[config.mk]
export PLATFORM = sky130hd
export DESIGN_NAME = csi_rs_re_pattern_generator
export DESIGN_NICKNAME = d
export VERILOG_FILES = /design/src/sv/csirs_pkg.sv /design/src/sv/csirs_check.sv /design/src/sv/csirs_port.sv /design/src/sv/csi_rs_re_pattern_generator.sv
export SDC_FILE = /design/constraint.sdc
export NUM_CORES = 1
export LEC_CHECK = 0
export BUFFER_PORTS_ARGS = -buffer_cell sky130_fd_sc_hd__buf_2
export CAP_MARGIN = 30
export CORE_MARGIN = 2
export CORE_UTILIZATION = 51
export DETAILED_ROUTE_END_ITERATION = 10
export PLACE_DENSITY = 0.73
export SYNTH_ARGS = -nofsm -noshare
export SYNTH_HDL_FRONTEND = slang
export SYNTH_SLANG_ARGS = --single-unit
export TNS_END_PERCENT = 30
[constraint.sdc]
create_clock -name clk -period 3.4 [get_ports clk]
set_input_delay 0.34 -clock clk [delete_from_list [all_inputs] [get_ports clk]]
set_output_delay 0.34 -clock clk [all_outputs]
set_load 0.05 [all_outputs]
[src/sv/csirs_pkg.sv]
// Shared types, constants and mapping-table lookups for the CSI-RS pattern generator.
// Depends on nothing; used by csirs_check, csirs_port and the top level.
`timescale 1ns / 1ps
`default_nettype none

package csirs_pkg;

	// Largest port count the block supports.
	localparam int MAX_PORTS = 16;

	// Subcarriers per PRB and symbols per slot.
	localparam int NRE  = 12;
	localparam int NSYM = 14;

	// Number of frequency reference inputs.
	localparam int NREFS = 6;

	// CDM type codes.
	localparam logic [1:0] CDM_NONE = 2'd0;
	localparam logic [1:0] CDM_FD2  = 2'd1;
	localparam logic [1:0] CDM_4    = 2'd2;
	localparam logic [1:0] CDM_8    = 2'd3;

	// Density codes.
	localparam logic [1:0] DENS_HALF_EVEN = 2'd0;
	localparam logic [1:0] DENS_HALF_ODD  = 2'd1;
	localparam logic [1:0] DENS_ONE       = 2'd2;
	localparam logic [1:0] DENS_THREE     = 2'd3;

	// Mapping table rows with a special layout.
	localparam logic [3:0] ROW_1  = 4'd1;
	localparam logic [3:0] ROW_4  = 4'd4;
	localparam logic [3:0] ROW_5  = 4'd5;
	localparam logic [3:0] ROW_6  = 4'd6;
	localparam logic [3:0] ROW_7  = 4'd7;
	localparam logic [3:0] ROW_8  = 4'd8;
	localparam logic [3:0] ROW_9  = 4'd9;
	localparam logic [3:0] ROW_10 = 4'd10;
	localparam logic [3:0] ROW_11 = 4'd11;
	localparam logic [3:0] ROW_12 = 4'd12;

	// Decoded request, held for the whole run of port results.
	typedef struct packed {
		logic                  bad;
		logic [3:0]            row;
		logic                  fspan2;
		logic                  tspan2;
		logic [NREFS-1:0][3:0] refs;
		logic [3:0]            l0;
		logic [3:0]            nports_m1;
		logic [8:0]            prb_begin;
		logic [9:0]            prb_end;
		logic [1:0]            prb_stride;
	} req_t;

	// One port result.
	typedef struct packed {
		logic [3:0]  port_number;
		logic [11:0] subcarrier_mask;
		logic [13:0] symbol_bits;
		logic [8:0]  prb_begin;
		logic [9:0]  prb_end;
		logic [1:0]  prb_stride;
		logic        bad_request;
		logic        last_port;
	} result_t;

	// Ports per row.
	function automatic logic [4:0] row_ports(input logic [3:0] row);
		logic [4:0] v;
		unique case (row)
			4'd1, 4'd2:         v = 5'd1;
			4'd3:               v = 5'd2;
			4'd4, 4'd5:         v = 5'd4;
			4'd6, 4'd7, 4'd8:   v = 5'd8;
			4'd9, 4'd10:        v = 5'd12;
			4'd11, 4'd12:       v = 5'd16;
			default:            v = 5'd0;
		endcase
		return v;
	endfunction

	// Reference subcarriers used by each row.
	function automatic logic [2:0] row_nrefs(input logic [3:0] row);
		logic [2:0] v;
		unique case (row)
			4'd1, 4'd2, 4'd3, 4'd4, 4'd5: v = 3'd1;
			4'd7, 4'd8:                   v = 3'd2;
			4'd10:                        v = 3'd3;
			4'd6, 4'd11, 4'd12:           v = 3'd4;
			4'd9:                         v = 3'd6;
			default:                      v = 3'd0;
		endcase
		return v;
	endfunction

	// CDM type each row requires.
	function automatic logic [1:0] row_cdm(input logic [3:0] row);
		logic [1:0] v;
		unique case (row)
			4'd8, 4'd10, 4'd12: v = CDM_4;
			4'd3, 4'd4, 4'd5, 4'd6, 4'd7, 4'd9, 4'd11: v = CDM_FD2;
			default:            v = CDM_NONE;
		endcase
		return v;
	endfunction

	// Allowed densities per row, bit d set when density code d is allowed.
	function automatic logic [3:0] row_dens(input logic [3:0] row);
		logic [3:0] v;
		unique case (row)
			4'd1:                      v = 4'b1000;
			4'd2, 4'd3, 4'd11, 4'd12:  v = 4'b0111;
			4'd4, 4'd5, 4'd6, 4'd7, 4'd8, 4'd9, 4'd10: v = 4'b0100;
			default:                   v = 4'b0000;
		endcase
		return v;
	endfunction

	// Largest legal reference subcarrier per row.
	function automatic logic [3:0] row_kmax(input logic [3:0] row);
		logic [3:0] v;
		unique case (row)
			4'd1:    v = 4'd3;
			4'd2:    v = 4'd11;
			4'd4:    v = 4'd8;
			default: v = 4'd10;
		endcase
		return v;
	endfunction

	// Set for rows whose ports spread over two symbol positions.
	function automatic logic row_lext(input logic [3:0] row);
		logic v;
		unique case (row)
			4'd5, 4'd7, 4'd11: v = 1'b1;
			default:           v = 1'b0;
		endcase
		return v;
	endfunction

endpackage

`default_nettype wire

[src/sv/csirs_check.sv]
// Request checker and decoder: validates one resource description and builds req_t.
// Depends on csirs_pkg.
`timescale 1ns / 1ps
`default_nettype none

module csirs_check (
	input  wire logic [3:0]  table_row,
	input  wire logic [1:0]  cdm_kind,
	input  wire logic [1:0]  density_kind,
	input  wire logic [8:0]  first_prb,
	input  wire logic [8:0]  prb_count,
	input  wire logic [3:0]  symbol_start,
	input  wire logic [3:0]  subcarrier_ref_0,
	input  wire logic [3:0]  subcarrier_ref_1,
	input  wire logic [3:0]  subcarrier_ref_2,
	input  wire logic [3:0]  subcarrier_ref_3,
	input  wire logic [3:0]  subcarrier_ref_4,
	input  wire logic [3:0]  subcarrier_ref_5,
	output csirs_pkg::req_t  req
);

	logic [csirs_pkg::NREFS-1:0][3:0] refs;
	logic [4:0] nports;
	logic [2:0] nrefs;
	logic [3:0] kmax;
	logic [3:0] dens_ok;
	logic       row_ok;
	logic       ref_bad;
	logic       tspan2;
	logic [4:0] l_last;
	logic       bad;

	assign refs = {subcarrier_ref_5, subcarrier_ref_4, subcarrier_ref_3,
		subcarrier_ref_2, subcarrier_ref_1, subcarrier_ref_0};

	assign nports  = csirs_pkg::row_ports(table_row);
	assign nrefs   = csirs_pkg::row_nrefs(table_row);
	assign kmax    = csirs_pkg::row_kmax(table_row);
	assign dens_ok = csirs_pkg::row_dens(table_row);
	assign row_ok  = (table_row >= 4'd1) && (table_row <= 4'd12);

	// Every reference the row uses must stay within its bound.
	always_comb begin
		ref_bad = 1'b0;
		for (int i = 0; i < csirs_pkg::NREFS; i++) begin
			if ((3'(i) < nrefs) && (refs[i] > kmax))
				ref_bad = 1'b1;
		end
	end

	// The last symbol any port touches must fall inside the slot.
	assign tspan2 = (cdm_kind == csirs_pkg::CDM_4);
	assign l_last = {1'b0, symbol_start} + {4'd0, csirs_pkg::row_lext(table_row)}
		+ {4'd0, tspan2};

	assign bad = !row_ok
		|| (cdm_kind != csirs_pkg::row_cdm(table_row))
		|| !dens_ok[density_kind]
		|| ({1'b0, nports} > 6'(csirs_pkg::MAX_PORTS))
		|| ref_bad
		|| (l_last > 5'(csirs_pkg::NSYM - 1));

	// Assemble the decoded request, with the PRB range worked out once.
	always_comb begin
		req.bad        = bad;
		req.row        = table_row;
		req.fspan2     = (cdm_kind != csirs_pkg::CDM_NONE);
		req.tspan2     = tspan2;
		req.refs       = refs;
		req.l0         = symbol_start;
		req.nports_m1  = bad ? 4'd0 : 4'(nports - 5'd1);
		req.prb_end    = {1'b0, first_prb} + {1'b0, prb_count};
		req.prb_begin  = first_prb;
		req.prb_stride = 2'd1;
		if ((density_kind == csirs_pkg::DENS_HALF_EVEN)
				|| (density_kind == csirs_pkg::DENS_HALF_ODD)) begin
			req.prb_stride = 2'd2;
			if (first_prb[0] != density_kind[0])
				req.prb_begin = first_prb + 9'd1;
		end
	end

endmodule

`default_nettype wire

[src/sv/csirs_port.sv]
// Port mapper: forms the resource element masks of one port of a decoded request.
// Depends on csirs_pkg.
`timescale 1ns / 1ps
`default_nettype none

module csirs_port (
	input  wire csirs_pkg::req_t    req,
	input  wire logic [3:0]         port,
	output csirs_pkg::result_t      res
);

	logic [2:0]  g;
	logic [3:0]  k;
	logic [3:0]  l;
	logic [11:0] sc;
	logic [13:0] sy;

	assign g = port[3:1];

	// Reference subcarrier and first symbol of this port's CDM group.
	always_comb begin
		k = req.refs[0];
		l = req.l0;
		unique case (req.row)
			csirs_pkg::ROW_4: k = req.refs[0] + {2'd0, g[0], 1'b0};
			csirs_pkg::ROW_5: l = req.l0 + {3'd0, g[0]};
			csirs_pkg::ROW_6, csirs_pkg::ROW_9: begin
				if (g < 3'(csirs_pkg::NREFS))
					k = req.refs[g];
			end
			csirs_pkg::ROW_7: begin
				k = req.refs[{2'd0, g[0]}];
				l = req.l0 + {3'd0, g[1]};
			end
			csirs_pkg::ROW_8, csirs_pkg::ROW_10, csirs_pkg::ROW_12:
				k = req.refs[{1'b0, port[3:2]}];
			csirs_pkg::ROW_11: begin
				k = req.refs[{1'b0, g[1:0]}];
				l = req.l0 + {3'd0, g[2]};
			end
			default: ;
		endcase
	end

	// Row 1 repeats its subcarrier every four; other rows cover the CDM span.
	always_comb begin
		if (req.row == csirs_pkg::ROW_1)
			sc = (12'h001 << k) | (12'h010 << k) | (12'h100 << k);
		else
			sc = (req.fspan2 ? 12'h003 : 12'h001) << k;
		sy = (req.tspan2 ? 14'h0003 : 14'h0001) << l;
	end

	// A rejected request yields a single flagged result.
	always_comb begin
		if (req.bad) begin
			res.port_number     = 4'd0;
			res.subcarrier_mask = 12'd0;
			res.symbol_bits     = 14'd0;
			res.prb_begin       = 9'd0;
			res.prb_end         = 10'd0;
			res.prb_stride      = 2'd1;
			res.bad_request     = 1'b1;
			res.last_port       = 1'b1;
		end else begin
			res.port_number     = port;
			res.subcarrier_mask = sc;
			res.symbol_bits     = sy;
			res.prb_begin       = req.prb_begin;
			res.prb_end         = req.prb_end;
			res.prb_stride      = req.prb_stride;
			res.bad_request     = 1'b0;
			res.last_port       = (port == req.nports_m1);
		end
	end

endmodule

`default_nettype wire

[src/sv/csi_rs_re_pattern_generator.sv]
// CSI-RS resource element pattern generator top level: request register, port counter,
// result register. Depends on csirs_pkg, csirs_check and csirs_port.
//
//   channel   direction   handshake              payload
//   request   in          in_valid / in_stall    table_row .. subcarrier_ref_5
//   result    out         out_valid / out_stall  port_number .. last_port
//
// A request is checked and decoded as it is taken into the request register.
// One port result per cycle, while the output is not stalled, then goes to the result
// register, stepped by the port counter: one per port (1 to 16), or one if rejected.
// The next request is taken in the cycle its predecessor's last port leaves.
// Output stalls hold the result register and, through it, the port counter.
// Reset clears the request and result valid flags and the port counter.
`timescale 1ns / 1ps
`default_nettype none

module csi_rs_re_pattern_generator (
	input  wire logic        clk,
	input  wire logic        arst_n,
	input  wire logic        in_valid,
	output logic             in_stall,
	input  wire logic [3:0]  table_row,
	input  wire logic [1:0]  cdm_kind,
	input  wire logic [1:0]  density_kind,
	input  wire logic [8:0]  first_prb,
	input  wire logic [8:0]  prb_count,
	input  wire logic [3:0]  symbol_start,
	input  wire logic [3:0]  subcarrier_ref_0,
	input  wire logic [3:0]  subcarrier_ref_1,
	input  wire logic [3:0]  subcarrier_ref_2,
	input  wire logic [3:0]  subcarrier_ref_3,
	input  wire logic [3:0]  subcarrier_ref_4,
	input  wire logic [3:0]  subcarrier_ref_5,
	output logic             out_valid,
	input  wire logic        out_stall,
	output logic [3:0]       port_number,
	output logic [11:0]      subcarrier_mask,
	output logic [13:0]      symbol_bits,
	output logic [8:0]       prb_begin,
	output logic [9:0]       prb_end,
	output logic [1:0]       prb_stride,
	output logic             bad_request,
	output logic             last_port
);

	csirs_pkg::req_t    req_in;
	csirs_pkg::req_t    req_s1;
	logic               valid_s1;
	logic [3:0]         port_cnt_q;
	csirs_pkg::result_t res;
	csirs_pkg::result_t res_q;
	logic               out_valid_q;
	logic               advance;
	logic               take;
	logic               done;
	logic               in_xfer;

	csirs_check u_check (
		.table_row        (table_row),
		.cdm_kind         (cdm_kind),
		.density_kind     (density_kind),
		.first_prb        (first_prb),
		.prb_count        (prb_count),
		.symbol_start     (symbol_start),
		.subcarrier_ref_0 (subcarrier_ref_0),
		.subcarrier_ref_1 (subcarrier_ref_1),
		.subcarrier_ref_2 (subcarrier_ref_2),
		.subcarrier_ref_3 (subcarrier_ref_3),
		.subcarrier_ref_4 (subcarrier_ref_4),
		.subcarrier_ref_5 (subcarrier_ref_5),
		.req              (req_in)
	);

	csirs_port u_port (
		.req  (req_s1),
		.port (port_cnt_q),
		.res  (res)
	);

	// Handshake: the result register moves when empty or not stalled.
	assign advance  = !out_valid_q || !out_stall;
	assign take     = valid_s1 && advance;
	assign done     = take && res.last_port;
	assign in_stall = valid_s1 && !done;
	assign in_xfer  = in_valid && !in_stall;

	// Request register and port counter.
	always_ff @(posedge clk or negedge arst_n) begin
		if (!arst_n) begin
			valid_s1   <= 1'b0;
			port_cnt_q <= 4'd0;
		end else begin
			if (in_xfer)
				valid_s1 <= 1'b1;
			else if (done)
				valid_s1 <= 1'b0;
			if (done)
				port_cnt_q <= 4'd0;
			else if (take)
				port_cnt_q <= port_cnt_q + 4'd1;
		end
	end

	// Request payload needs no reset.
	always_ff @(posedge clk) begin
		if (in_xfer)
			req_s1 <= req_in;
	end

	// Result register.
	always_ff @(posedge clk or negedge arst_n) begin
		if (!arst_n)
			out_valid_q <= 1'b0;
		else if (advance)
			out_valid_q <= valid_s1;
	end

	always_ff @(posedge clk) begin
		if (take)
			res_q <= res;
	end

	assign out_valid       = out_valid_q;
	assign port_number     = res_q.port_number;
	assign subcarrier_mask = res_q.subcarrier_mask;
	assign symbol_bits     = res_q.symbol_bits;
	assign prb_begin       = res_q.prb_begin;
	assign prb_end         = res_q.prb_end;
	assign prb_stride      = res_q.prb_stride;
	assign bad_request     = res_q.bad_request;
	assign last_port       = res_q.last_port;

endmodule

`default_nettype wire

==> reports/metrics.cfg, run 1 <==
[pwr]
p_sw_w = 0.00115
p_leak_nw = 3.24
switching_share_pct = 26.5
internal-power_w = 0.00319
powerDensity_nw_per_um2 = 543
p_comb_share_pct = 16.9
p_seq_share_pct = 41.6
p_clk_share_pct = 41.5
max-vdd-ir-drop_mv = 0.272

[die]
dieArea_sq_um = 13800
io_pins = 113
rows = 41
die_y_um = 117
start_util_pct = 52.1
core_area_sq_um = 12600
die_w_um = 117

[sta]
finalMaxSlewViolations = 0
final-setup-viol-count = 0
fin_crit_sh_pct = 89.5
hold_violations = 0
worst_pin_slew_ps = 873
fin_setup_tns_ps = 0
rsz0062_at_grt = no
max-slew-margin-rel_pct = 41.8
fin_worst_skew_ps = 7.78
fin_crit_ps = 3040
clock.fmax_ghz = 0.329

[hold_path]
hp-class = in -> reg
whs_path_depth = 1
holdPathEnd = req_s1[49]
min_from = subcarrier_ref_5[0]

[clock_network]
cts_hold_buf = 1
cts.clk_slew.worst_paths_ps = 50
post_cts_buffers = 0
clock_sinks = 119
cts_resized = 0
clock_latency_ps = 420
h-tree-depth = 4
clockBufferDepth = 2
cts_tree = yes
ctsRootBufferMaster = clkbuf_16
cts_made_buffers = 17

[cells_and_area]
fin_nets = 784
drive_above_1_share_pct = 26.1
diodes = 0
fin_util_pct = 63.3
area_growth_pct = 21.7

[grt]
grt_remaining_overflow = 0
grt_pass1_vias = 4761
grt_pass1_wl_mm = 23.5
antenna_found_initial = 0
gr-usage-all-layers_pct = 21.5
grt_max_degree = 61

[run_status]
run_status = finished clean

[worst_setup_path]
cpMostUsedCell = ha_1
crit_fanout = 8
cp-start-kind = input pin
reg2regPathDepth = 9
worst_ep_required_time_ps = 3530
cp_cell_sequence = buf_2 > ha_1 > o21ai_0 > nor2_1 > a31oi_1 > fa_1 > inv_1 > ha_1 > a21o_1 > a22o_1 > a2111oi_0 > o31ai_1 > or4_4
setup.worst_path.class = in -> reg
crit_path_top_delay_cell = or4_4
rrSetupSlack_ps = 520
r2r_start = port_cnt_q[1]
path_buf_inv = 2
endpoint_kind = register
cpPeakStageDelay_ps = 550
arrival_ps = 3180
critPathTopFamily = compound AO/OA/AOI/OAI gates
rr_endpoint = subcarrier_mask[9]

[yosys]
synth_edf_count = 113
synth_top_cell_by_area = edfxtp_1
syn_avg_cell_area_sq_um = 11.7
synth_top_area_share_pct = 51.7
yosysUniqueCellTypes = 70
yosysMostFrequentCell = edfxtp_1
ys_ff_latch = 119
yosys_warnings = 0
synth_ff_type = edfxtp_1
synth_commonest_cells = edfxtp_1, nor2_1, nand2_1
synthCells = 561
async_reset_ff_share_pct = 5.04
syn_nets = 656
synthTopCellsByArea = edfxtp_1, ha_1, nor2b_1
synth_area_sq_um = 6570
synth-seq-area-share_pct = 53.9

[place]
hpwlAfterDp_mm = 10.3
gp_congestion = 0.908
portBuffers = 112

[detailed_routing]
via_per_inst = 5.54
ant_nets = 0
routed_wl_mm = 14.1
drc = 0
routedWlPerCell_um = 16.2
dr.pass1.iters = 5
dr.first_iter.drc_count = 283
vias = 4829

[job]
cap_viol_max_count = 0

## per-layer routing
layer  up-vias  GRT usage [%]  part of all wire [%]
met5         -              0                     0
met4         0           10.0                   2.2
met3        30           4.94                   6.5
met2       190           35.1                    48
met1      2270           27.3                    43
li1       2339              -                     -
## worst max path at each step
| stage | start | end | slack [ps] | depth (start not counted) |
|---|---|---|---|---|
| 2_1_floorplan | table_row[2] | req_s1[59] | 100 | 15 |
| 3_3_place_gp | table_row[0] | req_s1[59] | 60 | 13 |
| 3_5_place_dp | table_row[0] | req_s1[59] | 4 | 13 |
| 4_1_cts | table_row[0] | req_s1[59] | 390 | 13 |
| 5_1_grt | table_row[0] | req_s1[24] | 140 | 14 |
| 6_report | table_row[0] | req_s1[59] | 360 | 13 |
## state kept, by name, indices dropped and copies added (netlist names)
| register | flops |
|---|---|
| out_valid | 1 |
| symbol_bits | 14 |
| last_port | 1 |
| subcarrier_mask | 12 |
| port_number | 4 |
| prb_stride | 2 |
| port_cnt_q | 4 |
| prb_begin | 9 |
| prb_end | 10 |
| req_s1 | 60 |
| bad_request | 1 |
| valid_s1 | 1 |
## stage by stage
stage | hold WS [ps] | instance area, sq um | power, W | worst slack [ps] | std cells
6_report | 116 | 7990 | 0.00434 | 358 | 872
3_5_place_dp | 171 | 7390 | 0.00257 | 3.84 | 841
3_3_place_gp | 167 | 7390 | 0.00254 | 58.8 | 841
5_1_grt | 95.8 | 7990 | 0.00451 | 144 | 872
4_1_cts | 95.0 | 7990 | 0.00437 | 389 | 872
2_1_floorplan | 44.4 | 6570 | 0.00235 | 98.4 | 561
## final cells by class
class | instances | area [sq um]
Fill cell | 998 | 4630
Timing Repair Buffer | 132 | 726
Multi-Input combinational cell | 390 | 2810
Clock buffer | 19 | 433
Clock inverter | 11 | 158
Tap cell | 172 | 215
Sequential cell | 119 | 3540
Inverter | 29 | 109
## layout by cell type (no fill, tap or decap), types with 7 or more instances in the layout
cell | synthesis | layout
ha_1 | 35 | 35
xnor2_1 | 17 | 17
mux4_2 | 8 | 8
inv_1 | 29 | 28
nand3_1 | 12 | 12
nor2_1 | 49 | 49
nor3_1 | 8 | 8
nor2b_1 | 38 | 38
mux2_2 | 7 | 7
clkbuf_16 | 0 | 17
edfxtp_1 | 113 | 113
nand2b_1 | 12 | 12
buf_4 | 0 | 18
buf_2 | 5 | 112
mux2i_1 | 7 | 7
o21ai_0 | 23 | 23
a21oi_1 | 20 | 20
nand2_1 | 39 | 39
## worst reg2reg max path, stage by stage, from the launching register on
cell and delay, ps:
dfrtp_1 700, ha_1 370, ha_1 270, or3b_2 430, o211ai_1 120, a22oi_1 110, nor2b_1 190, and3_1 200
a21oi_1 160, nor2_1 70
## logic make-up (layout without fill, tap and decap cells)
family,count (synthesis),in the layout,synth area share [%]
AO/OA/AOI/OAI,109,109,11.4
XOR/XNOR,23,23,3.07
adder cells (fa/ha/maj),37,37,7.28
buffers and inverters,52,191,3.29
flip-flops,119,119,53.9
multiplexers,22,22,5.01
AND/OR/NAND/NOR,199,199,16.1
## power by group through the flow
stage | Sequential (W) | Combinational (W) | Clock, W
after detailed placement | 0.00184 | 0.000729 | 0
after global placement | 0.00183 | 0.000710 | 0
after global routing | 0.00182 | 0.000793 | 0.00189
after CTS | 0.00181 | 0.000734 | 0.00183
after floorplan | 0.00202 | 0.000337 | 0
final | 0.00181 | 0.000733 | 0.00180
Power figures use the tool's default switching activity.
==> inputs of run 2 (changes only) <==
CELL_PAD_IN_SITES_DETAIL_PLACEMENT = 0   (was not set)
CELL_PAD_IN_SITES_GLOBAL_PLACEMENT = 1   (was not set)
CORE_UTILIZATION = 41   (was 51)
PLACE_DENSITY = 0.74   (was 0.73)
==> run 2 against run 1 <==
  * Non-clock buffer count grew 5
  * Register-to-register slack improved by 100 ps
  * Fmax rose by 0.52%
  * Clock power shrank 8%
  * Critical endpoint is now req_s1[21]
==> reports/metrics.cfg, run 2 (same netlist as run 1, synthesis figures left out) <==
[run_status]
run_status = finished clean

[clock_network]
clockBufferDepth = 2  ; unchanged
ctsRootBufferMaster = clkbuf_16
cts_tree = yes
cts_resized = 0  ; unchanged
cts.clk_slew.worst_paths_ps = 50  ; about the same
clock_sinks = 119  ; unchanged
cts_made_buffers = 17  ; unchanged
h-tree-depth = 4  ; unchanged
clock_latency_ps = 420  ; about the same

[worst_setup_path]
rrSetupSlack_ps = 620  ; +100 ps
cp-start-kind = input pin
endpoint_kind = register
worst_ep_required_time_ps = 3660  ; +130 ps
arrival_ps = 3290  ; +110 ps
crit_fanout = 5  ; -3
setup.worst_path.class = in -> reg

[grt]
gr-usage-met2_pct = 27.4  ; -7.7 points
gr-max-usage-layer = met2
met1_usage_pct = 24.6  ; -2.7 points
grt_util_met3_pct = 4.15  ; -0.79 points
gr-usage-all-layers_pct = 18.0  ; -3.5 points
antenna_found_initial = 0  ; unchanged
grt_remaining_overflow = 0  ; unchanged
grt_pass1_vias = 4651  ; -2.3%
grt_pass1_wl_mm = 23.4  ; -0.26%
grt_max_degree = 52  ; -15%

[detailed_routing]
vias = 4719  ; -2.3%
via_per_inst = 5.12  ; -7.5%
dr.pass1.iters = 7  ; +2
routedWlPerCell_um = 15.8  ; -2.2%
ant_nets = 0  ; unchanged
dr.first_iter.drc_count = 241  ; -15%
routed_wl_mm = 14.6  ; +3.3%
drc = 0  ; unchanged

[job]
cap_viol_max_count = 0  ; unchanged

[sta]
hold_violations = 0  ; unchanged
fin_setup_tns_ps = 0  ; unchanged
clock.fmax_ghz = 0.330  ; +0.52%
fin_crit_sh_pct = 89.0  ; -0.46 points
rsz0062_at_grt = no
max-slew-margin-rel_pct = 54.2  ; +12 points
finalMaxSlewViolations = 0  ; unchanged
worst_hold_slack_ps = 118  ; +2.20 ps
worst_pin_slew_ps = 687  ; -186 ps
fin_crit_ps = 3030  ; -15.6 ps
final-setup-viol-count = 0  ; unchanged
fin_worst_skew_ps = 9.82  ; +2.04 ps

[pwr]
max-vdd-ir-drop_mv = 0.364  ; +34%
internal-power_w = 0.00305  ; -4.6%
p_sw_w = 0.00116  ; +0.96%
switching_share_pct = 27.6  ; +1.1 points
p_clk_share_pct = 39.5  ; -2.0 points
powerDensity_nw_per_um2 = 524  ; -3.7%
p_seq_share_pct = 43.0  ; +1.4 points
p_comb_share_pct = 17.6  ; +0.7 points
p_leak_nw = 3.25  ; +0.37%

[die]
start_util_pct = 41.7  ; -10 points
dieArea_sq_um = 17000  ; +24%
die_y_um = 131  ; +11%
die_w_um = 131  ; +11%
io_pins = 113  ; unchanged
rows = 46  ; +12%
core_area_sq_um = 15800  ; +25%

[cells_and_area]
final_cell_mix = edfxtp_1, buf_2, nor2_1
diodes = 0  ; unchanged
largest_reg_flops = 60  ; unchanged
fin_nets = 789  ; +0.64%
n_fill_cell = 1459  ; +46%
drive_above_1_share_pct = 26.8  ; +0.67 points
registers.top_by_ff_count = req_s1
final_common_cell = edfxtp_1
area_growth_pct = 22.4
final_cell_count_no_fill = 921  ; +5.6%

[hold_path]
hp-class = in -> reg

[place]
hpwlAfterDp_mm = 11.0  ; +7.3%
gp_congestion = 0.867  ; -4.5%
dp_cells = 890  ; +5.8%
portBuffers = 112  ; unchanged

[run 2: worst paths after layout]
| check | depth (start not counted) | endpoint | from |
|---|---|---|---|
| max | 15 | req_s1[21] | table_row[1] |
| min | 1 | req_s1[41] | subcarrier_ref_3[0] |
| max reg2reg | 8 | symbol_bits[13] | req_s1[56] |
| min reg2reg | 1 | out_valid | valid_s1 |
| max in group asynchronous | 2 | port_cnt_q[0] | arst_n |
| min in group asynchronous | 2 | port_cnt_q[3] | arst_n |
[run 2: timing repair]
action / 4_1_cts / 5_1_grt
hold buffers: 1 / 0
buffers inserted: 0 / 0
endpoints found under the hold margin: 6 / 0
[run 2: cell type report]
cell class	instances	area [sq um]	share of cell area, %
Sequential cell	119	3540	44.1
Clock buffer	19	433	5.39
Inverter	29	109	1.35
Multi-Input combinational cell	390	2810	35.0
Clock inverter	11	110	1.37
Tap cell	216	270	3.36
Timing Repair Buffer	137	763	9.49
[run 2: power by group through the flow]
| stage | combinational [W] | clock [W] | sequential (W) |
|---|---|---|---|
| after floorplan | 0.000337 | 0 | 0.00202 |
| after global placement | 0.000725 | 0 | 0.00183 |
| after detailed placement | 0.000740 | 0 | 0.00184 |
| after CTS | 0.000744 | 0.00169 | 0.00181 |
| after global routing | 0.000807 | 0.00176 | 0.00182 |
| final | 0.000740 | 0.00166 | 0.00181 |
[run 2: stage by stage]
step                      utilization, %  cell area (sq um)  worst slack (ps)  total power (W)
after global placement              47.5               7490              71.5          0.00256
final                               51.0               8040               374          0.00421
after detailed placement            47.5               7490             -51.0          0.00258
after CTS                           51.0               8040               375          0.00425
after floorplan                        -               6570              98.4          0.00235
after global routing                51.0               8040               174          0.00438
[run 2: routing by layer]
layer | share of wire [%] | wire length (um)
met1 | 46 | 6720
met5 | 0 | 0
met2 | 46 | 6680
met4 | 2.8 | 404
met3 | 5.5 | 800
[run 2: critical path, cell delays in order]
cell and delay (ps):
buf_2 120, inv_1 70, ha_1 190, o21ai_0 160, nor2_1 60, a31oi_1 240, fa_1 260, inv_1 50
ha_1 200, a21o_1 160, a22o_1 180, a2111oi_0 440, o31ai_1 140, or4_4 550, a21oi_2 140
